### src/rtl/sparse_quadratic_gradient_defines.svh
// assertion macros for the sparse quadratic gradient block
// used by the top level; depends on nothing
`ifndef SPARSE_QUADRATIC_GRADIENT_DEFINES_SVH
`define SPARSE_QUADRATIC_GRADIENT_DEFINES_SVH

// condition holds in the same cycle
`define SQG_ASSERT_NOW(lbl, clk_s, rst_n_s, ante, cons, msg) \
	lbl: assert property (@(posedge clk_s) disable iff (!rst_n_s) (ante) |-> (cons)) \
		else $error(msg);

// condition holds in the following cycle
`define SQG_ASSERT_NEXT(lbl, clk_s, rst_n_s, ante, cons, msg) \
	lbl: assert property (@(posedge clk_s) disable iff (!rst_n_s) (ante) |=> (cons)) \
		else $error(msg);

`endif

### src/rtl/sqg_qmul.sv
// shared Q32.32 multiplier: four 32x32 partial products, rounding and saturation
// no package dependencies
`timescale 1ns / 1ps
`default_nettype none
module sqg_qmul (
	input  wire logic               clk,
	input  wire logic               arst_n,
	input  wire logic               start,
	input  wire logic signed [63:0] a,
	input  wire logic signed [63:0] b,
	output logic                    done,
	output logic signed [63:0]      result
);

	logic [63:0]  ua_q, ub_q;
	logic         neg_q;
	logic [2:0]   cnt_q;
	logic         run_q;
	logic         done_q;
	logic [127:0] prodsh_q, acc_q;
	logic signed [63:0] res_q;

	logic [63:0]  ua_in, ub_in;
	logic [31:0]  pa, pb;
	logic [63:0]  prod;
	logic [127:0] prod_sh;
	logic [63:0]  limit, mag_raw, mag;
	logic         over;

	// magnitudes of the operands
	assign ua_in = a[63] ? 64'(64'd0 - a) : a;
	assign ub_in = b[63] ? 64'(64'd0 - b) : b;

	// partial product for the current pass
	assign pa   = cnt_q[1] ? ua_q[63:32] : ua_q[31:0];
	assign pb   = cnt_q[0] ? ub_q[63:32] : ub_q[31:0];
	assign prod = pa * pb;

	always_comb begin
		unique case (cnt_q[1:0])
			2'd0: prod_sh = {64'd0, prod};
			2'd1, 2'd2: prod_sh = {32'd0, prod, 32'd0};
			default: prod_sh = {prod, 64'd0};
		endcase
	end

	// rounding already added; saturate and restore sign
	assign limit   = neg_q ? 64'h8000_0000_0000_0000 : 64'h7FFF_FFFF_FFFF_FFFF;
	assign mag_raw = acc_q[95:32];
	assign over    = (|acc_q[127:96]) || (mag_raw > limit);
	assign mag     = over ? limit : mag_raw;

	// sequencing
	always_ff @(posedge clk or negedge arst_n) begin
		if (!arst_n) begin
			run_q  <= 1'b0;
			cnt_q  <= 3'd0;
			done_q <= 1'b0;
		end else begin
			done_q <= run_q && (cnt_q == 3'd5);
			if (start) begin
				run_q <= 1'b1;
				cnt_q <= 3'd0;
			end else if (run_q) begin
				cnt_q <= cnt_q + 3'd1;
				if (cnt_q == 3'd5)
					run_q <= 1'b0;
			end
		end
	end

	// accumulation
	always_ff @(posedge clk) begin
		if (start) begin
			ua_q     <= ua_in;
			ub_q     <= ub_in;
			neg_q    <= a[63] ^ b[63];
			acc_q    <= 128'd0;
			prodsh_q <= 128'd0;
		end else if (run_q) begin
			if (cnt_q < 3'd4) begin
				prodsh_q <= prod_sh;
				acc_q    <= acc_q + prodsh_q;
			end else if (cnt_q == 3'd4) begin
				acc_q <= acc_q + prodsh_q + 128'h8000_0000;
			end else begin
				res_q <= neg_q ? 64'(64'd0 - mag) : mag;
			end
		end
	end

	assign done   = done_q;
	assign result = res_q;

endmodule
`default_nettype wire

### config.mk
export PLATFORM = sky130hd
export DESIGN_NAME = sqg_qmul
export DESIGN_NICKNAME = d
export VERILOG_FILES = /design/src/rtl/sparse_quadratic_gradient_defines.svh /design/src/rtl/sqg_qmul.sv
export SDC_FILE = /design/constraint.sdc
export NUM_CORES = 2
export LEC_CHECK = 0
export BUFFER_PORTS_ARGS = -buffer_cell sky130_fd_sc_hd__buf_2
export CAP_MARGIN = 10
export CORE_AREA = 2 2 341 343
export DETAILED_ROUTE_END_ITERATION = 12
export DIE_AREA = 0 0 343 345
export PLACE_DENSITY = 0.77
export SKIP_LAST_GASP = 1
export SYNTH_ARGS = -nofsm -noshare
export SYNTH_HDL_FRONTEND = slang
export SYNTH_SLANG_ARGS = --single-unit
export TNS_END_PERCENT = 50
### constraint.sdc
create_clock -name clk -period 10.56 [get_ports clk]
set_input_delay 2.64 -clock clk [delete_from_list [all_inputs] [get_ports clk]]
set_output_delay 2.64 -clock clk [all_outputs]
set_load 0.005 [all_outputs]
# ---- After elaboration in Yosys (flattened, before gate mapping)
# Cells that the tools add are included.
dict set report word_totals {
  word_cells 53
  in_bits 131
  out_inout_bits 65
  ff_bits 454
}
dict set report classes {
  n_addsub 6
  n_bitwise 4
  n_mux 15
  order_cmp 2
  n_reduce_logical 10
  n_mul 1
  eq_ne 4
}
# cell n
set ops {}
lappend ops {{two-way mux 128 bit} 2}
lappend ops {{case mux 128 bit (2 select lines)} 1}
lappend ops {{two-way mux 64 bit} 3}
lappend ops {{subtractor 1 x 64 -> 64 bit (first input constant)} 3}
lappend ops {{adder 128 bit} 1}
lappend ops {{adder 128 x 32 -> 128 bit (second input constant)} 1}
lappend ops {{two-way mux 63 bit} 2}
lappend ops {{greater-than comparator 64 bit} 1}
lappend ops {{multiplier 32 x 32 -> 64 bit} 1}
lappend ops {{two-way mux 32 bit} 2}
lappend ops {{OR reduction 32 bit} 1}
lappend ops {{equality test 3 bit (second input constant)} 2}
lappend ops {{two-way mux 3 bit} 2}
lappend ops {{AND reduction 2 bit} 2}
lappend ops {{AND reduction 4 bit} 1}
lappend ops {{nonzero test 2 bit} 2}
lappend ops {{adder 3 x 1 -> 3 bit (second input constant)} 1}
lappend ops {{< comparator 3 bit (second input constant)} 1}
lappend ops {{two-way mux 1 bit} 3}
lappend ops {{NOT 1 bit} 3}
lappend ops {{equality test 2 x 1 -> 1 bit (second input constant)} 1}
lappend ops {{equality test 2 bit (second input constant)} 1}
lappend ops {{zero test 2 bit} 1}
lappend ops {{OR reduction 2 bit} 1}
lappend ops {{other kinds (3)} 3}

# ---- Depth between registers and ports, before layout
dict set report depth {
  depth_word 6
  mapped_depth 36
  depth_no_buf 32
}

# ---- Worst setup path after synthesis
# No wires, ideal clock.
dict set report synth_path {
  path_kind {flip-flop to flip-flop}
  startpoint {register cnt_q[1]}
  endpoint {register prodsh_q[88]}
  path_stages_with_launch 33
  n_path_buf 4
  period_less_slack_ns 9.417
  t_required_ns 10.474
  setup_slack_ns 1.143
  arrival_time_ns 9.331
  setup_time_ns 0.086
  path_cell_list {dfrtp_1 -> buf_1 -> clkbuf_1 -> mux2i_1 -> clkbuf_1 -> nor2_1 -> fa_1 -> fa_1 -> fa_1 -> inv_1 -> fa_1 -> inv_1 -> fa_1 -> fa_1 -> fa_1 -> inv_1 -> fa_1 -> inv_1 -> ha_1 -> clkbuf_1 -> a21o_1 -> a21o_1 -> a21o_1 -> a211oi_1 -> o21ai_0 -> a31oi_1 -> o31a_1 -> o21a_1 -> o21ai_0 -> a21o_1 -> a2111oi_0 -> o31ai_1 -> a211oi_1}
}
dict set report synth_via {
  elab_chain_len 3
  word_cells_on_any_way 9
  cone_classes {mul (1); order compare (1); eq/ne (2); mux (2); reduce/logical (3)}
}
# item line_no
set synth_lines {}
lappend synth_lines {{start, declared} sqg_qmul.sv:17} ;# logic [2:0] cnt_q;
lappend synth_lines {{start signal, assigned} sqg_qmul.sv:65} ;# cnt_q <= cnt_q + 3'd1;
lappend synth_lines {{two-way mux 32 bit, or another cell as far along} sqg_qmul.sv:35} ;# assign pa = cnt_q[1] ? ua_q[63:32] : ua_q[31:0];
lappend synth_lines {{multiplier 32 x 32 -> 64 bit or OR reduction 2 bit (tied branches)} {sqg_qmul.sv:37, sqg_qmul.sv:40}}
lappend synth_lines {{case mux 128 bit (2 select lines)} sqg_qmul.sv:40} ;# unique case (cnt_q[1:0])
lappend synth_lines {{end signal, assigned} sqg_qmul.sv:82} ;# prodsh_q <= prod_sh;
lappend synth_lines {{end, declared} sqg_qmul.sv:20} ;# logic [127:0] prodsh_q, acc_q;
# Parallel ways exist; a longest one is shown, timed or not.
# A chain may end at the register's enable or synchronous reset.

# ---- Worst setup path in the final report
dict set report layout_path {
  startpoint {register cnt_q[0]}
  endpoint {register prodsh_q[59]}
}
dict set report layout_via {
  elab_chain_len 3
  word_cells_on_any_way 9
  cone_classes {mul (1); order compare (1); eq/ne (2); mux (2); reduce/logical (3)}
}
# item line_no
set layout_lines {}
lappend layout_lines {{two-way mux 32 bit, or another cell as far along} sqg_qmul.sv:36} ;# assign pb = cnt_q[0] ? ub_q[63:32] : ub_q[31:0];
lappend layout_lines {{multiplier 32 x 32 -> 64 bit or OR reduction 2 bit (tied branches)} {sqg_qmul.sv:37, sqg_qmul.sv:40}}
lappend layout_lines {{case mux 128 bit (2 select lines)} sqg_qmul.sv:40}
# Parallel ways exist; a longest one is shown, timed or not.

==> qor.log <==
qor: sta.timing.slew.headroom 6.422%
qor: final_layout.layout.cells.most_common_list nor2_1 (1,085), inv_1 (995), fa_1 (897)
qor: grt.gr-usage-all-layers 44.56%
qor: final_layout.layout.cells.most_common nor2_1
qor: floorplan.die_height 345 µm
qor: routing.detail_route.drc_violations 0
qor: critical_path.worst_ep_arrival_time 10.70 ns
qor: routing.route.vias.total 63,810
qor: final_layout.synthToLayoutAreaGrowth 6.843%
qor: grt.global_route.overflow_total 0
qor: clocking.clock-sinks 454
qor: floorplan.die_width 343 µm
qor: critical_path.cp_slowest_cell mux2i_4
qor: critical_path.capture_point_of_the_worst_path prodsh_q[59]
qor: synth.synth_seq_area_share 16.17%
qor: grt.grt_first_pass_wirelength 394,800 µm
qor: worst_hold_path.hp-class reg2reg
qor: clocking.cts-root-to-sink-buffers 3
qor: sta.post-route-min-period 10.20 ns
qor: critical_path.rr_worst_depth 28
qor: critical_path.crit_top_cell fa_1
qor: placement.post-place-ws 0.6179 ns
qor: floorplan.design.die.area 0.1183 mm²
qor: critical_path.critPathLaunchType flip-flop
qor: routing.detailedRoute.firstIterationViolations 8,038
qor: grt.first_global_vias 61,990
qor: routing.routed_wirelength 264,100 µm
qor: grt.largest_net_degree_at_the_start_of_global_routing 156
qor: synth.post_synthesis_cell_area 0.06831 mm²
qor: synth.yosys_warns 0
qor: grt.antenna_violations_before_repair 14
qor: synth.mappedNetlistNets 9,662
qor: synth.postSynth.topFlopCell dfxtp_1
qor: final_layout.layout-drive-gt1-share 8.230%
qor: floorplan.design.portCount 196
qor: critical_path.timing.critical_path.slowest_cell_delay 0.92 ns
qor: routing.via_density_per_instance 6.548
qor: clocking.cts-root-buf clkbuf_16
qor: flow_run.cap_violations 0
qor: synth.synth_area_leaders fa_1 (26%), edfxtp_1 (8.5%), ha_1 (8.4%)
qor: routing.ant_nets 0
qor: sta.setup_viol 0
qor: clocking.insertion_delay 0.68 ns
qor: synth.count_of_state_elements_after_synthesis 454
qor: worst_hold_path.whs_path_depth 2
qor: routing.route.detailed.wl_per_inst 27.10 µm
qor: floorplan.num_rows 125
qor: synth.async_reset_ff_share 1.101%
qor: sta.setup_skew_after_layout 0.04371 ns
qor: sta.fmaxAchievable 98.07 MHz
qor: sta.period_share 96.56%
qor: critical_path.rr_startpoint cnt_q[0]
qor: sta.rsz0062_at_grt no
qor: synth.syn-instance-count 8,173
qor: final_layout.fillCellCount 10,010
qor: placement.place.detailed.hpwl 217,100 µm
qor: clocking.clkTransAtPathRegs 0.06 ns
qor: routing.drt_pre_antenna_iters 9
qor: sta.setup_ws 0.3634 ns
qor: critical_path.cp_launch_point cnt_q[0]
qor: sta.report.final.hold_viol_count 0
qor: synth.synth_top_area_share 26.29%
qor: synth.synth_cell_types 109
qor: critical_path.worst_r2r_endpoint prodsh_q[59]
qor: final_layout.multi_input_comb_area 0.05206 mm²
qor: sta.report.final.slew_viol_count 0
qor: critical_path.timing.reg2reg.setup_slack 0.36 ns
qor: synth.synth-edff-count 193
qor: sta.setup-tns-final 0 ns
qor: sta.worst_pin_slew 1.394 ns
qor: final_layout.register_area 0.01105 mm²
qor: synth.synth_top_cell_by_area fa_1
qor: outcome.run_status completed
qor: clocking.holdBufCountCts 0
qor: placement.globalplace.congestion 1.084
qor: synth.synth_area_per_cell 8.358 µm²
qor: critical_path.path_class reg2reg
qor: final_layout.finish.net_count 9,663
qor: floorplan.start_util 59.34%
qor: critical_path.crit_required 11.07 ns
qor: clocking.htree_levels 2
qor: critical_path.maximum_fanout_encountered_on_the_critical_timing_path 40
qor: placement.port_buffers 195
qor: critical_path.critPathCaptureType flip-flop
qor: clocking.num_cts_buffers 53
qor: floorplan.core_area 0.1151 mm²
qor: clocking.cts_tree yes
-- worst max-delay path: cells and delay by family (launching register included) --
kind / cells / cell delay [ns]
fa+ha+maj: 9 / 4.34
compound gates: 9 / 2.54
mux: 1 / 0.92
flops: 1 / 0.89
buf+inv: 6 / 0.48
simple gates: 2 / 0.46
xor+xnor: 1 / 0.35
-- how the worst min path moves through the flow --
stage / startpoint / end / slack (ns)
after floorplan: acc_q[10] / acc_q[10] / 0.44
after global placement: acc_q[25] / acc_q[25] / 0.44
after detailed placement: acc_q[29] / acc_q[29] / 0.45
after CTS: acc_q[17] / acc_q[17] / 0.46
after global routing: acc_q[25] / acc_q[25] / 0.47
final: acc_q[17] / acc_q[17] / 0.46
-- layer usage --
layer	track usage (%)	vias up	wire, µm
li1	-	27720	-
met1	60.30	31200	102700
met2	64.22	4141	109200
met3	15.76	738	37920
met4	19.64	14	14170
met5	0	-	99
-- flip-flops by register name, summed over array words and instances (netlist names) --
register and count:
result 64, ub_q 64, neg_q 1, ua_q 64, acc_q 128, cnt_q 3
prodsh_q 128, done 1, run_q 1
-- area by class of cell --
cell class,instances,share of cell area [%]
Multi-Input combinational cell,6299,71.34
Sequential cell,454,15.14
Inverter,995,5.117
Timing Repair Buffer,371,3.192
Tap cell,1524,2.613
Clock buffer,62,1.934
Clock inverter,33,0.6326
Antenna cell,8,0.02743
-- cell usage after synthesis, types with 28 or more instances --
| cell type | instances |
|---|---|
| o31ai_1 | 65 |
| buf_2 | 41 |
| xnor2_1 | 246 |
| o211ai_1 | 30 |
| a21oi_1 | 380 |
| nand2_1 | 870 |
| dfxtp_1 | 256 |
| nor2_1 | 1087 |
| mux2i_1 | 83 |
| nand4_1 | 157 |
| and4_1 | 30 |
| clkbuf_1 | 353 |
| or2_2 | 39 |
| a221oi_1 | 37 |
| nand3b_1 | 30 |
| ha_1 | 461 |
| xor2_1 | 75 |
| edfxtp_1 | 193 |
| nand3_1 | 122 |
| and3_1 | 45 |
| a311oi_1 | 29 |
| a31oi_1 | 35 |
| nand2b_1 | 49 |
| o21ai_0 | 316 |
| mux2_2 | 73 |
| o311ai_0 | 28 |
| fa_1 | 897 |
| a21o_1 | 125 |
| o21ai_1 | 30 |
| inv_1 | 995 |
| nor2b_1 | 29 |
| and2_1 | 46 |
| or3_1 | 84 |
| a22oi_1 | 80 |
| nor4_1 | 63 |
| or4_1 | 38 |
| o21bai_1 | 39 |
| o21a_1 | 49 |
| a211oi_1 | 104 |
| nor3_1 | 149 |
-- cell families after synthesis --
logic type                 share of synthesized area (%)
xor gates and xnor gates                           4.116
and+or+nand+nor                                    19.32
DFF                                                16.17
buffers and inverters                              7.946
adders and majority gates                          34.73
muxes                                              2.420
AOI/OAI and AO/OA                                  15.29
-- repair_timing --
action | in CTS | in global routing
hold endpoints to repair | 0 | 0
endpoints found under the setup margin | 0 | 1
gates resized for setup | 0 | 1
buffers inserted | 0 | 0
-- stage by stage --
| step | area [µm²] | std cells | util, % | hold WS [ns] |
|---|---|---|---|---|
| detailed placement | 71070 | 9641 | 61.74 | 0.4501 |
| finish | 72980 | 9746 | 63.40 | 0.4576 |
| floorplan | 68310 | 8173 | - | 0.4356 |
| global placement | 71070 | 9641 | 61.74 | 0.4418 |
| global route | 72960 | 9738 | 63.38 | 0.4724 |
| CTS | 72940 | 9736 | 63.37 | 0.4569 |
Power is left out: the tool's default activity adds up to more than one toggle a clock period on the data nets, which glitch-free logic cannot reach.
