===== src/rtl/sparse_quadratic_gradient_defines.svh =====
// assertion macros for the sparse quadratic gradient block
// used by the top level; depends on nothing
`ifndef SPARSE_QUADRATIC_GRADIENT_DEFINES_SVH
`define SPARSE_QUADRATIC_GRADIENT_DEFINES_SVH

// condition holds in the same cycle
`define SQG_ASSERT_NOW(lbl, clk_s, rst_n_s, ante, cons, msg) \
	lbl: assert property (@(posedge clk_s) disable iff (!rst_n_s) (ante) |-> (cons)) \
		else $error(msg);

// condition holds in the following cycle
`define SQG_ASSERT_NEXT(lbl, clk_s, rst_n_s, ante, cons, msg) \
	lbl: assert property (@(posedge clk_s) disable iff (!rst_n_s) (ante) |=> (cons)) \
		else $error(msg);

`endif


===== src/rtl/sqg_pkg.sv =====
// shared types, codes and saturating helpers of the sparse quadratic gradient block
// no dependencies
`timescale 1ns / 1ps
`default_nettype none
package sqg_pkg;

	localparam int MAX_COLUMNS_DEF = 1024;
	localparam int MAX_ENTRIES_DEF = 4096;

	// request operation codes
	localparam logic [2:0] OP_BASE    = 3'd0;
	localparam logic [2:0] OP_CURRENT = 3'd1;
	localparam logic [2:0] OP_SOLUTION = 3'd2;
	localparam logic [2:0] OP_SCALE   = 3'd3;
	localparam logic [2:0] OP_ENTRY   = 3'd4;
	localparam logic [2:0] OP_COMPUTE = 3'd5;
	localparam logic [2:0] OP_READ    = 3'd6;

	// status codes
	localparam logic [1:0] ST_OK     = 2'd0;
	localparam logic [1:0] ST_RANGE  = 2'd1;
	localparam logic [1:0] ST_REJECT = 2'd2;

	// register indexes
	localparam logic [2:0] REG_SCALING   = 3'd0;
	localparam logic [2:0] REG_LINEAR    = 3'd1;
	localparam logic [2:0] REG_FULL      = 3'd2;
	localparam logic [2:0] REG_ACTIVE    = 3'd3;
	localparam logic [2:0] REG_DIRECTION = 3'd4;
	localparam logic [2:0] REG_SENSE     = 3'd5;
	localparam logic [2:0] REG_COLUMNS   = 3'd6;
	localparam logic [2:0] REG_ENTRIES   = 3'd7;

	localparam logic [1:0] LIN_CURRENT = 2'd1;
	localparam logic [1:0] LIN_BASE    = 2'd2;

	localparam logic signed [63:0] Q_ONE  = 64'sh0000_0001_0000_0000;
	localparam logic signed [63:0] Q_HALF = 64'sh0000_0000_8000_0000;

	typedef struct packed {
		logic              scaling_on;
		logic [1:0]        linear_mode;
		logic              full_storage;
		logic              quadratic_active;
		logic signed [63:0] scale_direction;
		logic [1:0]        sense_sign;
		logic [10:0]       column_count;
		logic [12:0]       entry_count;
	} sqg_cfg_t;

	typedef enum logic [5:0] {
		S_IDLE,
		S_LIN_RD, S_LIN_LD, S_LIN_M1, S_LIN_M2, S_LIN_WR, S_LIN_END,
		S_UP_RD, S_UP_CHK, S_UP_RA, S_UP_RB, S_UP_LB,
		S_UP_MSD, S_UP_MSS, S_UP_MSE, S_UP_MXX, S_UP_MHX, S_UP_MPX, S_UP_MPE,
		S_UP_MGA, S_UP_GARD, S_UP_GAWR, S_UP_MGB, S_UP_GBRD, S_UP_GBWR,
		S_UP_NEXT, S_UP_END,
		S_FU_RD, S_FU_CHK, S_FU_RB, S_FU_LB, S_FU_MUL, S_FU_RR, S_FU_WR,
		S_FU_NEXT, S_FU_END,
		S_FI_RD, S_FI_LD, S_FI_MUL, S_FI_NEXT, S_FI_HALF,
		S_DONE
	} sqg_state_t;

	// saturating 64-bit signed add
	function automatic logic signed [63:0] sat_add(input logic signed [63:0] x,
		input logic signed [63:0] y);
		logic signed [64:0] s;
		s = {x[63], x} + {y[63], y};
		if (s[64] != s[63])
			return s[64] ? 64'sh8000_0000_0000_0000 : 64'sh7FFF_FFFF_FFFF_FFFF;
		return s[63:0];
	endfunction

	// saturating negate
	function automatic logic signed [63:0] sat_neg(input logic signed [63:0] x);
		if (x == 64'sh8000_0000_0000_0000)
			return 64'sh7FFF_FFFF_FFFF_FFFF;
		return -x;
	endfunction

endpackage
`default_nettype wire


===== src/rtl/sqg_regs.sv =====
// configuration registers behind the APB-style port
// depends on sqg_pkg
`timescale 1ns / 1ps
`default_nettype none
module sqg_regs (
	input  wire logic        clk,
	input  wire logic        arst_n,
	input  wire logic        psel,
	input  wire logic        penable,
	input  wire logic        pwrite,
	input  wire logic [5:0]  paddr,
	input  wire logic [63:0] pwdata,
	output logic [63:0]      prdata,
	output logic             pready,
	output sqg_pkg::sqg_cfg_t cfg
);

	sqg_pkg::sqg_cfg_t cfg_q;
	logic [2:0] idx;
	logic       wr;

	assign idx    = paddr[5:3];
	assign wr     = psel && penable && pwrite;
	assign pready = 1'b1;

	// register writes
	always_ff @(posedge clk or negedge arst_n) begin
		if (!arst_n) begin
			cfg_q.scaling_on       <= 1'b0;
			cfg_q.linear_mode      <= 2'd0;
			cfg_q.full_storage     <= 1'b0;
			cfg_q.quadratic_active <= 1'b1;
			cfg_q.scale_direction  <= sqg_pkg::Q_ONE;
			cfg_q.sense_sign       <= 2'b01;
			cfg_q.column_count     <= 11'd1;
			cfg_q.entry_count      <= 13'd0;
		end else if (wr) begin
			unique case (idx)
				sqg_pkg::REG_SCALING:   cfg_q.scaling_on       <= pwdata[0];
				sqg_pkg::REG_LINEAR:    cfg_q.linear_mode      <= pwdata[1:0];
				sqg_pkg::REG_FULL:      cfg_q.full_storage     <= pwdata[0];
				sqg_pkg::REG_ACTIVE:    cfg_q.quadratic_active <= pwdata[0];
				sqg_pkg::REG_DIRECTION: cfg_q.scale_direction  <= pwdata;
				sqg_pkg::REG_SENSE:     cfg_q.sense_sign       <= pwdata[1:0];
				sqg_pkg::REG_COLUMNS:   cfg_q.column_count     <= pwdata[10:0];
				sqg_pkg::REG_ENTRIES:   cfg_q.entry_count      <= pwdata[12:0];
			endcase
		end
	end

	// read back
	always_comb begin
		unique case (idx)
			sqg_pkg::REG_SCALING:   prdata = 64'(cfg_q.scaling_on);
			sqg_pkg::REG_LINEAR:    prdata = 64'(cfg_q.linear_mode);
			sqg_pkg::REG_FULL:      prdata = 64'(cfg_q.full_storage);
			sqg_pkg::REG_ACTIVE:    prdata = 64'(cfg_q.quadratic_active);
			sqg_pkg::REG_DIRECTION: prdata = cfg_q.scale_direction;
			sqg_pkg::REG_SENSE:     prdata = 64'(cfg_q.sense_sign);
			sqg_pkg::REG_COLUMNS:   prdata = 64'(cfg_q.column_count);
			sqg_pkg::REG_ENTRIES:   prdata = 64'(cfg_q.entry_count);
		endcase
	end

	assign cfg = cfg_q;

endmodule
`default_nettype wire

===== config.mk =====
export PLATFORM = sky130hd
export DESIGN_NAME = sqg_regs
export DESIGN_NICKNAME = d
export VERILOG_FILES = /design/src/rtl/sparse_quadratic_gradient_defines.svh /design/src/rtl/sqg_pkg.sv /design/src/rtl/sqg_regs.sv
export SDC_FILE = /design/constraint.sdc
export NUM_CORES = 1
export LEC_CHECK = 0
export ABC_AREA = 1
export BUFFER_PORTS_ARGS = -buffer_cell sky130_fd_sc_hd__clkbuf_2
export CORE_MARGIN = 10
export CORE_UTILIZATION = 40
export CTS_BUF_LIST = sky130_fd_sc_hd__clkbuf_4 sky130_fd_sc_hd__clkbuf_8
export CTS_CLUSTER_SIZE = 20
export DETAILED_ROUTE_END_ITERATION = 10
export PLACE_DENSITY = 0.75
export SYNTH_ARGS = -nofsm -noshare
export SYNTH_HDL_FRONTEND = slang
export SYNTH_SLANG_ARGS = --single-unit

===== constraint.sdc =====
create_clock -name clk -period 1.69 [get_ports clk]
set_input_delay 0.2535 -clock clk [delete_from_list [all_inputs] [get_ports clk]]
set_output_delay 0.2535 -clock clk [all_outputs]
set_load 0.1 [all_outputs]

[After elaboration in Yosys (flattened, before gate mapping)]
Cells that the tools add are included.
Word-level totals
  word-level logic and storage cells: 27
  output and inout bits: 160
  input bits: 75
  register bits after elaboration: 95
Operators by class
  multiplexer cells: 1
  reductions and logical operators: 11
  equality and inequality tests: 7
Operators by type and width (number)
  $pmux W64 S8: 1
  $reduce_and A2 Y1: 8
  $eq A3 B3 Y1 const B: 4
  $eq A3 B2 Y1 const B: 2
  $eq A3 B1 Y1 const B: 1
  $logic_not A3 Y1: 1
  $logic_and A1 B1 Y1: 2

[Longest topological paths before layout]
Gate-level depths: netlist of the first run.
  word-level depth: 3
  mapped depth: 8
  gate-level depth less buffers: 5

[Least setup slack after synthesis of the first run]
OpenSTA, ideal clock, no wires.
  path type: register to output
  start point: reg cfg_q, in the netlist cfg[37]
  end point: out prdata[11]
  arrival: 3.169 ns
  path slack: -1.733 ns
  required time: 1.436 ns
  cell stages (with the launch flop): 3
  buffers on the path: 0
  path through: dfrtp_1 inv_1 o21ai_0
Between the ends
  word-level cells in the longest chain between the ends: 1
Ends and longest elaborated chain
  start: declaration: RTL line sqg_regs.sv:18  | sqg_pkg::sqg_cfg_t cfg_q;
  $pmux W64 S8: RTL line sqg_regs.sv:53  | unique case (idx)
  end: declaration: RTL line sqg_regs.sv:13  | output logic [63:0] prdata,
Every way passes these cells.

[Worst setup path after layout of the first run]
  start point: reg cfg_q, in the netlist cfg[24]
  end point: out prdata[0]
Same word-level chain as after synthesis.

==> metrics.md, run 1 <==
| Metric | Value |
|---|---|
| Switching part of the total power | `a little under 60%` |
| Sw power | `6.95 mW` |
| Final Max Slew Viols | `0` |
| Clk pwr share | `15.4%` |
| Max_cap viols | `0` |
| Via/cell ratio | `4.86` |
| Grt total ovfl | `0` |
| Worst path bufs/invs | `1` |
| Nets@finish | `between 800 and 900` |
| Reg area | `0.00250 mm^2` |
| Max reg flops | `95` |
| First-pass GRT wire length | `between 20 and 25 mm` |
| Critical-path cell list | `nand4_1 > nand2_1 > nor2_2 > nand3_4 > buf_12` |
| PortBufs | `230` |
| Clock skew | `0 ns` |
| CP Capture Type | `output pin` |
| Crit-path max FO | `3` |
| Vias in the first global route | `4,571` |
| Reg2reg end | `cfg[58]` |
| R2R setup slack | `0.72 ns` |
| Drt pass-1 iters | `4` |
| Post-route core utilization | `just over 70%` |
| Cell Area, Synth | `between 0.004 and 0.005 mm^2` |
| Beginning of the critical path | `cfg[24]` |
| Status | `complete, no violations` |
| Die Wd | `about 120 um` |
| Row count | `37` |
| Clock tree from TritonCTS | `done` |
| Clk slew on worst S/H paths | `around 0.1 ns` |
| Hold Vio Cnt, Final | `0` |
| Largest net degree at the start of global routing | `55` |
| Number of buffers created by CTS | `9` |
| WL final | `about 16 mm` |
| Setup crit end | `prdata[0]` |
| Seq/Total Area, Yosys | `approximately 55%` |
| Antenna-violating nets left | `0` |
| WP data arrival | `between 1 and 1.5 ns` |
| Crit path depth | `5` |
| #FFs+latches synth | `95` |
| Slowest cell on crit path | `dfstp_2` |
| Internal power | `a little over 5 mW` |
| Gpl congestion | `0.874` |
| Fillers | `740` |
| Area growth, synth to finish | `74.1%` |
| CP Launch Type | `flop` |
| Residual DRC count | `0` |
| Core area | `0.0104 mm^2` |
| Area leader, netlist | `dfrtp_1` |
| HPWL after DPL | `between 10 and 15 mm` |
| Synth Instances | `520` |
| Netlist cell types | `22` |
| Net Count, Synth | `595` |
| Synth warn | `0` |
| Tot Pwr | `between 10 and 15 mW` |
| Initial antenna violation count | `1` |
| CTS HTree Levels | `3` |
| Reg power frac | `a little over a quarter` |
| Family with the most delay on the worst path | `flip-flops` |
| Top cells by area, synth | `dfrtp_1, nand2_1, o21ai_0` |
| Worst Hold Slack | `roughly 0.1 ns` |
| Share of cells above drive strength 1 | `around 57%` |
| Mean Syn Cell Area | `slightly above 8 um^2` |
| DRT iter0 DRCs | `~260` |
| Worst-Skew Late Latency | `roughly 0.35 ns` |
| Worst slew pin tran | `between 0.5 and 0.6 ns` |
| R2R Path Start | `cfg[58]` |
| Fmax | `about 0.60 GHz` |
| Initial core utilization | `41.5%` |
| Avg WL per Cell | `approximately 18 um` |
| Worst reg-to-reg path cell count | `2` |
| Minimum clock period | `1.66 ns` |
| Die area | `~0.015 mm^2` |
| Critical Setup Path Class | `flop to output pin` |
| Clock Tree Root | `clkbuf_8` |
| Vias | `~4,300` |
| Final setup vio count | `0` |
| Die H | `between 100 and 150 um` |
| LEAKAGE | `approximately 3.5 nW` |
| Clock Path Buffers | `2` |
| Final worst slack | `0.0261 ns` |
| CP required | `1.44 ns` |
| Share of the synthesized area in the top cell type | `52.6%` |
| Power Dens Cells | `roughly 1600 mW/mm^2` |
| Post-Place Setup Slack | `-0.0685 ns` |
| # IOs | `235` |
| Setup TNS | `0 ns` |
| Total track usage | `19.8%` |
| Worst slew margin | `about three fifths` |
| Comb power frac | `57.7%` |
| Final period util | `a little over nine tenths` |
| Peak VDD IR | `about 1200 uV` |
| Setup repair after global routing missed its margin | `yes` |
| Multi-input gate area | `0.00189 mm^2` |
| Clock sink count | `95` |
| Critical path's largest stage delay | `0.56 ns` |
| Worst Hold Class | `primary input to flop` |
[final cells by class]
class	instances	area share (%)
Sequential cell	95	33.2
Timing Repair Buffer	251	31.9
Multi-Input combinational cell	314	25.1
Inverter	81	4.15
Tap cell	136	2.26
Clock buffer	11	2.01
Clock inverter	5	1.38
Antenna cell	1	0.0332
[stage by stage]
stage / instances / instance area (um^2)
5_1_grt: 894 / 7530
3_5_place_dp: 873 / 7230
6_report: 894 / 7530
3_3_place_gp: 873 / 7230
2_1_floorplan: 520 / 4920
4_1_cts: 890 / 7500
[synthesized netlist by cell type, drive strengths merged]
cell    instances
nand4           7
conb            1
nor2           73
o21ai          84
a21oi          13
nand3           8
nand2         115
inv            80
dfstp           4
nor3            4
o211ai          9
clkinv          1
dfrtp          91
buf            30
[how the worst min path moves through the flow]
stage	slack, ns	to	cells after the start	from
after floorplan	-0.04	cfg[0]	0	arst_n
after global placement	0.21	cfg[62]	1	arst_n
after detailed placement	0.22	cfg[66]	1	arst_n
after CTS	0.09	cfg[13]	3	pwdata[0]
after global routing	0.10	cfg[75]	3	pwdata[49]
final	0.10	cfg[13]	3	pwdata[0]
[layer usage]
layer  global-route usage, %  up-vias  wire length [um]
met2                    34.2      191              7980
met3                    5.43       27              1540
li1                        -     2085                 -
met4                    7.12        0               439
met1                    23.1     2043              6040
met5                       0        -                 0
[cells in the final DEF (no fill, tap or decap), drive strengths merged, types with 8 or more instances in the layout]
cell / instances
o211ai: 9
inv: 80
nand3: 8
clkbuf: 175
dfrtp: 91
buf: 86
a21oi: 13
o21ai: 84
nor2: 73
nand2: 115
[logic make-up (layout without fill, tap and decap cells)]
group           count (synthesis)  in the layout  synth area share [%]
simple gates                  207            207                  19.4
buf+inv                       111            348                  11.7
compound gates                106            106                  13.7
flops                          95             95                  55.1
other cells                     1              2                0.0867
[worst register-to-register path, stage by stage, from the launching register on]
cell and delay (ns):
dfstp_4 0.62, inv_1 0.07, o21ai_0 0.20
[timing repair]
| action | CTS | global route |
|---|---|---|
| setup endpoints to repair | 10 | 5 |
| resized for setup | 3 | 2 |
| buffers inserted | 0 | 3 |
| hold buffers | 1 | 0 |
| pin swaps | 1 | 4 |
| endpoints found under the hold margin | 28 | 0 |
[power by group through the flow]
stage / combinational, mW / clock (mW) / sequential (mW)
after floorplan: 1.65 / 0 / 7.09
after global placement: 6.88 / 0 / 3.25
after detailed placement: 6.97 / 0 / 3.28
after CTS: 6.98 / 1.89 / 3.25
after global routing: 7.19 / 1.97 / 3.31
final: 6.94 / 1.85 / 3.25
Note: power is estimated with default switching activity, not from simulation.
==> run 2, diff against run 1 <==
==> constraint.sdc (replaced) <==
create_clock -name clk -period 1.69 [get_ports clk]
set_input_delay 0.507 -clock clk [delete_from_list [all_inputs] [get_ports clk]]
set_output_delay 0.507 -clock clk [all_outputs]
set_load 0.1 [all_outputs]
==> run 2 against run 1 <==
  * The flow now finishes with violations (negative setup slack)
  * Critical endpoint is now prdata[12]
  * First-iteration DRC count down 29%
  * Setup slack worse by 0.42 ns
  * Sequential cell count stayed put
  * Clock power shrank 23%
  * Power grew 2.1%
  * Combinational power is 9.5% higher
  * Via count up 6.8%
  * Critical path type is now primary input to output pin
  * Die area did not move
  * Hold slack got worse by 0.056 ns
  * Non-clock buffer count up 23
==> metrics.md, run 2 (synthesis results as in run 1) <==
| Metric | Value |
|---|---|
| Initial antenna violation count | `0` |
| Gpl congestion | `about 0.87` |
| Antenna-violating nets left | `0` |
| Worst Hold Slack | `0.0456 ns` |
| PortBufs | `230` |
| Power Dens Cells | `around 1500 mW/mm^2` |
| Fin area | `0.00833 mm^2` |
| Family with the most delay on the worst path | `buffers and inverters` |
| WL final | `approximately 18 mm` |
| # IOs | `235` |
| Setup repair after global routing missed its margin | `yes` |
| Met2 Usage GRT | `roughly 41%` |
| Clk slew on worst S/H paths | `around 0.11 ns` |
| Grt total ovfl | `0` |
| Status | `finished with violations` |
| Share of cells above drive strength 1 | `between 50 and 60%` |
| Vias in the first global route | `between 5,000 and 6,000` |
| Peak VDD IR | `between 1000 and 1500 uV` |
| DRT iter0 DRCs | `between 150 and 200` |
| CP Launch Type | `primary input` |
| Most frequent cells in the layout | `nand2_1, buf_4, buf_12` |
| Max_cap viols | `0` |
| Total track usage | `between 20% and 30%` |
| Met3 Use GR | `approximately 6.6%` |
| Final setup vio count | `81` |
| Critical path's largest stage delay | `roughly 0.21 ns` |
| Worst path bufs/invs | `3` |
| CP required | `~1.2 ns` |
| Antenna cells | `0` |
| Fmax | `between 0.4 and 0.5 GHz` |
| Worst-Skew Late Latency | `about 0.36 ns` |
| Core area | `approximately 0.010 mm^2` |
| First-pass GRT wire length | `27.5 mm` |
| Die area | `0.0154 mm^2` |
| Nets@finish | `851` |
| Initial core utilization | `approximately two fifths` |
| Final worst slack | `-0.390 ns` |
| LEAKAGE | `between 3 and 4 nW` |
| Residual DRC count | `0` |
| Crit-path max FO | `9` |
| Vias | `around 4,600` |
| Largest net degree at the start of global routing | `47` |
| Post-route core utilization | `between 70% and 80%` |
| Setup TNS | `-21.84 ns` |
| Via/cell ratio | `slightly above 5` |
| Clock Path Buffers | `2` |
| Row count | `37` |
| WP data arrival | `approximately 1.6 ns` |
| Clock Tree Root | `clkbuf_8` |
| Die H | `124 um` |
| Max reg flops | `95` |
| Clock skew | `0 ns` |
| Commonest non-fill, non-tap cell in the layout | `nand2_1` |
| Final period util | `123%` |
| Number of buffers created by CTS | `9` |
| Tot Pwr | `12.3 mW` |
| Critical-path cell list | `clkbuf_16 > nor2_4 > nand2_8 > buf_16 > o21ai_4 > buf_12` |
| Placed inst area | `between 0.007 and 0.008 mm^2` |
| Critical Setup Path Class | `primary input to output pin` |
| Avg WL per Cell | `19.5 um` |
| Grt peak-use layer | `met2` |
| Failing checks | `negative setup slack` |
| Worst Hold Class | `primary input to asynchronous set/reset pin` |
| Area growth, synth to finish | `92.5%` |
| Clock tree from TritonCTS | `done` |
| Hold Vio Cnt, Final | `0` |
| CP Capture Type | `output pin` |
| Die Wd | `around 120 um` |
| Drt pass-1 iters | `4` |
| Met1 usage | `about a quarter` |
| HPWL after DPL | `~14 mm` |
| Slowest cell on crit path | `buf_16` |
| Minimum clock period | `2.08 ns` |
| Final Max Slew Viols | `0` |
| CTS HTree Levels | `3` |
| Clock sink count | `between 90 and 100` |
==> run 2: worst paths after layout <==
kind / slack, ns / start / to / cells past startpoint
worst max-delay path: -0.39 / paddr[3] / prdata[12] / 6
worst min-delay path: 0.05 / arst_n / cfg[77] / 1
worst max register to register: 0.64 / cfg[24] / cfg[24] / 4
worst min register to register: 0.52 / cfg[91] / cfg[91] / 2
max in group asynchronous: 1.06 / arst_n / cfg[58] / 2
min in group clk: 0.34 / pwdata[51] / cfg[77] / 3
==> run 2: power by group <==
| group | internal, mW | leakage (nW) | switching [mW] |
|---|---|---|---|
| Clock | 0.562 | 0.0892 | 0.864 |
| Sequential | 2.88 | 1.04 | 0.387 |
| Combinational | 1.69 | 2.67 | 5.91 |
==> run 2: repair_timing <==
action | in CTS | in global routing
setup endpoints to repair | 67 | 130
gates resized for setup | 44 | 19
hold endpoints to repair | 0 | 0
setup buffers | 7 | 4
hold buffers | 0 | 0
pin swaps | 18 | 6
gates cloned | 5 | 2
==> run 2: final cells by class <==
type | instances | area, um^2
well taps | 136 | 170
flip-flops and latches | 95 | 2480
multi-input cells | 315 | 1970
clock inverters | 7 | 66.3
inverters | 81 | 332
repair buffers | 274 | 3190
clock buffers | 9 | 124
fillers | 593 | 2090
==> run 2: layer usage <==
| layer | vias up | share of wire, % |
|---|---|---|
| met3 | 40 | 10 |
| met4 | 0 | 2.7 |
| met1 | 2230 | 36 |
| met2 | 243 | 51 |
| li1 | 2128 | - |
| met5 | - | 0 |
==> run 2: worst reg2reg max path: stages, from the launching register on <==
cell,delay (ns)
dfstp_4,0.63
buf_6,0.10
buf_4,0.10
nor2_1,0.04
a21oi_1,0.12
==> run 2: per-stage QoR <==
stage	cells	setup slack, ns
3_3_place_gp	884	-0.446
6_report	917	-0.390
3_5_place_dp	884	-0.524
4_1_cts	912	-0.386
5_1_grt	917	-0.435
2_1_floorplan	520	-1.19
==> run 3, diff against run 2 <==
CTS_CLUSTER_DIAMETER = 40   (was not set)
clock period = 2.7 ns   (was 1.69 ns; I/O delays follow)
==> run 3 against run 2 <==
  * Sequential cell count did not move
  * Largest power group unchanged
  * Power shrank 39%
  * Highest routed layer unchanged
  * Hold slack gained 0.25 ns
  * Clock-buffer cell count unchanged
  * The flow now finishes without violations
==> metrics.md, run 3 (synthesis results as in run 1) <==
| Metric | Value |
|---|---|
| Final setup vio count | `0` |
| WP data arrival | `between 1.5 and 2 ns` |
| Core area | `around 0.010 mm^2` |
| Fin area | `approximately 0.0075 mm^2` |
| Max reg flops | `95` |
| Initial antenna violation count | `0` |
| First-pass GRT wire length | `around 23 mm` |
| Max_cap viols | `0` |
| Top cell by count, worst path | `buf_6` |
| Slowest cell on crit path | `o211ai_1` |
| Die Wd | `around 120 um` |
| Antenna-violating nets left | `0` |
| Die H | `124 um` |
| Minimum clock period | `2.67 ns` |
| Peak VDD IR | `just under 800 uV` |
| Final period util | `between 90% and 100%` |
| Final Max Slew Viols | `0` |
| Setup repair after global routing missed its margin | `yes` |
| Status | `complete, no violations` |
| Crit-path max FO | `7` |
| Die area | `roughly 0.015 mm^2` |
| Vias in the first global route | `about 4,500` |
| Hold Vio Cnt, Final | `0` |
| CP Launch Type | `primary input` |
| Clock sink count | `95` |
| PortBufs | `230` |
| Vias | `4,333` |
| Residual DRC count | `0` |
| Drt pass-1 iters | `4` |
| CP required | `roughly 1.9 ns` |
| Most frequent cells in the layout | `clkbuf_2, nand2_1, dfrtp_1` |
| Beginning of the critical path | `paddr[4]` |
| Critical-path cell list | `buf_8 > buf_6 > nand3_4 > buf_6 > o211ai_1 > clkbuf_16` |
| Tot Pwr | `between 7 and 8 mW` |
| Share of cells above drive strength 1 | `a little under half` |
| R2R setup slack | `about 1.8 ns` |
| Number of buffers created by CTS | `9` |
| DRT iter0 DRCs | `198` |
| Worst slew pin tran | `between 0.5 and 0.6 ns` |
| Finished Layout Cells | `899` |
| CP Capture Type | `output pin` |
| Avg WL per Cell | `around 17 um` |
| Worst Hold Class | `primary input to asynchronous set/reset pin` |
| Critical Setup Path Class | `primary input to output pin` |
| Fillers | `between 700 and 800` |
| Placed inst area | `around 0.0071 mm^2` |
| Setup TNS | `0 ns` |
| Clock Path Buffers | `2` |
| Critical path's largest stage delay | `0.25 ns` |
| Area growth, synth to finish | `73.0%` |
| Total track usage | `between 10% and 20%` |
| Clock Tree Root | `clkbuf_8` |
| Via/cell ratio | `about 4.8` |
| Clock tree from TritonCTS | `done` |
| Placed Cells | `about 870` |
| # IOs | `235` |
| LEAKAGE | `3.61 nW` |
| Fmax | `between 0.3 and 0.4 GHz` |
| Largest net degree at the start of global routing | `between 100 and 150` |
| Grt total ovfl | `0` |
| Clock skew | `0 ns` |
| HPWL after DPL | `between 10 and 15 mm` |
| Antenna cells | `0` |
| R2R Path Start | `cfg[13]` |
| Clk slew on worst S/H paths | `0.09 ns` |
| Power Dens Cells | `around 1000 mW/mm^2` |
| Worst slew margin | `around 60%` |
| Worst-Skew Late Latency | `0.36 ns` |
| Number of buffers inserted by hold repair at cts | `0` |
| Worst reg-to-reg path cell count | `2` |
| CTS HTree Levels | `3` |
| WL final | `15.6 mm` |
| Gpl congestion | `roughly 0.84` |
| Row count | `37` |
| Initial core utilization | `about two fifths` |
| Nets@finish | `roughly 830` |
| Commonest non-fill, non-tap cell in the layout | `clkbuf_2` |
==> run 3: cell count changes in the layout (fill, tap and decap cells not counted), sizes merged <==
cell      change
bufinv        +4
clkinv        -2
clkinvlp      -1
buf         -111
inv           -1
nand3         -1
clkbuf       +94
==> run 3: report_power, final <==
group / total, mW / internal, mW / leakage [nW] / switching, mW
Sequential: 1.97 / 1.76 / 1.11 / 0.215
Clock: 1.21 / 0.711 / 0.130 / 0.501
Combinational: 4.33 / 0.710 / 2.37 / 3.62
==> run 3: path summary, 6_finish.rpt <==
path,end
max in group asynchronous,cfg[24]
max,prdata[4]
min reg2reg,cfg[11]
max reg2reg,cfg[13]
min in group clk,cfg[11]
min,cfg[67]
==> run 3: critical path, delay by kind of cell <==
kind / cells / cell delay [ns]
buffers and inverters: 4 / 0.65
AO/OA/AOI/OAI: 1 / 0.25
AND/OR/NAND/NOR: 1 / 0.14
==> run 3: timing repair <==
item | CTS | global route
gates cloned | 0 | 1
gates resized for setup | 3 | 23
endpoints found under the setup margin | 9 | 17
pin swaps | 1 | 5
setup buffers | 0 | 8
==> run 3: metrics by stage <==
| stage | utilization [%] | setup WS (ns) | hold slack (ns) |
|---|---|---|---|
| 2_1_floorplan | - | -0.785 | 0.514 |
| 3_3_place_gp | 67.8 | -0.0776 | 0.482 |
| 3_5_place_dp | 67.8 | -0.126 | 0.485 |
| 4_1_cts | 70.4 | 0.00886 | 0.276 |
| 5_1_grt | 71.8 | -0.0100 | 0.278 |
| 6_report | 71.8 | 0.0340 | 0.298 |
==> run 3: area by class of cell <==
class | count | area [um^2] | area share, %
Timing Repair Buffer | 257 | 2470 | 33.0
Clock buffer | 9 | 124 | 1.66
Sequential cell | 95 | 2380 | 31.8
Inverter | 81 | 317 | 4.23
Tap cell | 136 | 170 | 2.27
Multi-Input combinational cell | 314 | 1880 | 25.1
Clock inverter | 7 | 145 | 1.94
==> run 3: metal layers <==
metal	vias up	wire length (um)	GRT usage (%)
li1	2085	-	-
met1	2045	5810	22.2
met2	188	7860	33.0
met3	15	1780	7.51
met4	0	173	4.75
met5	-	0	0
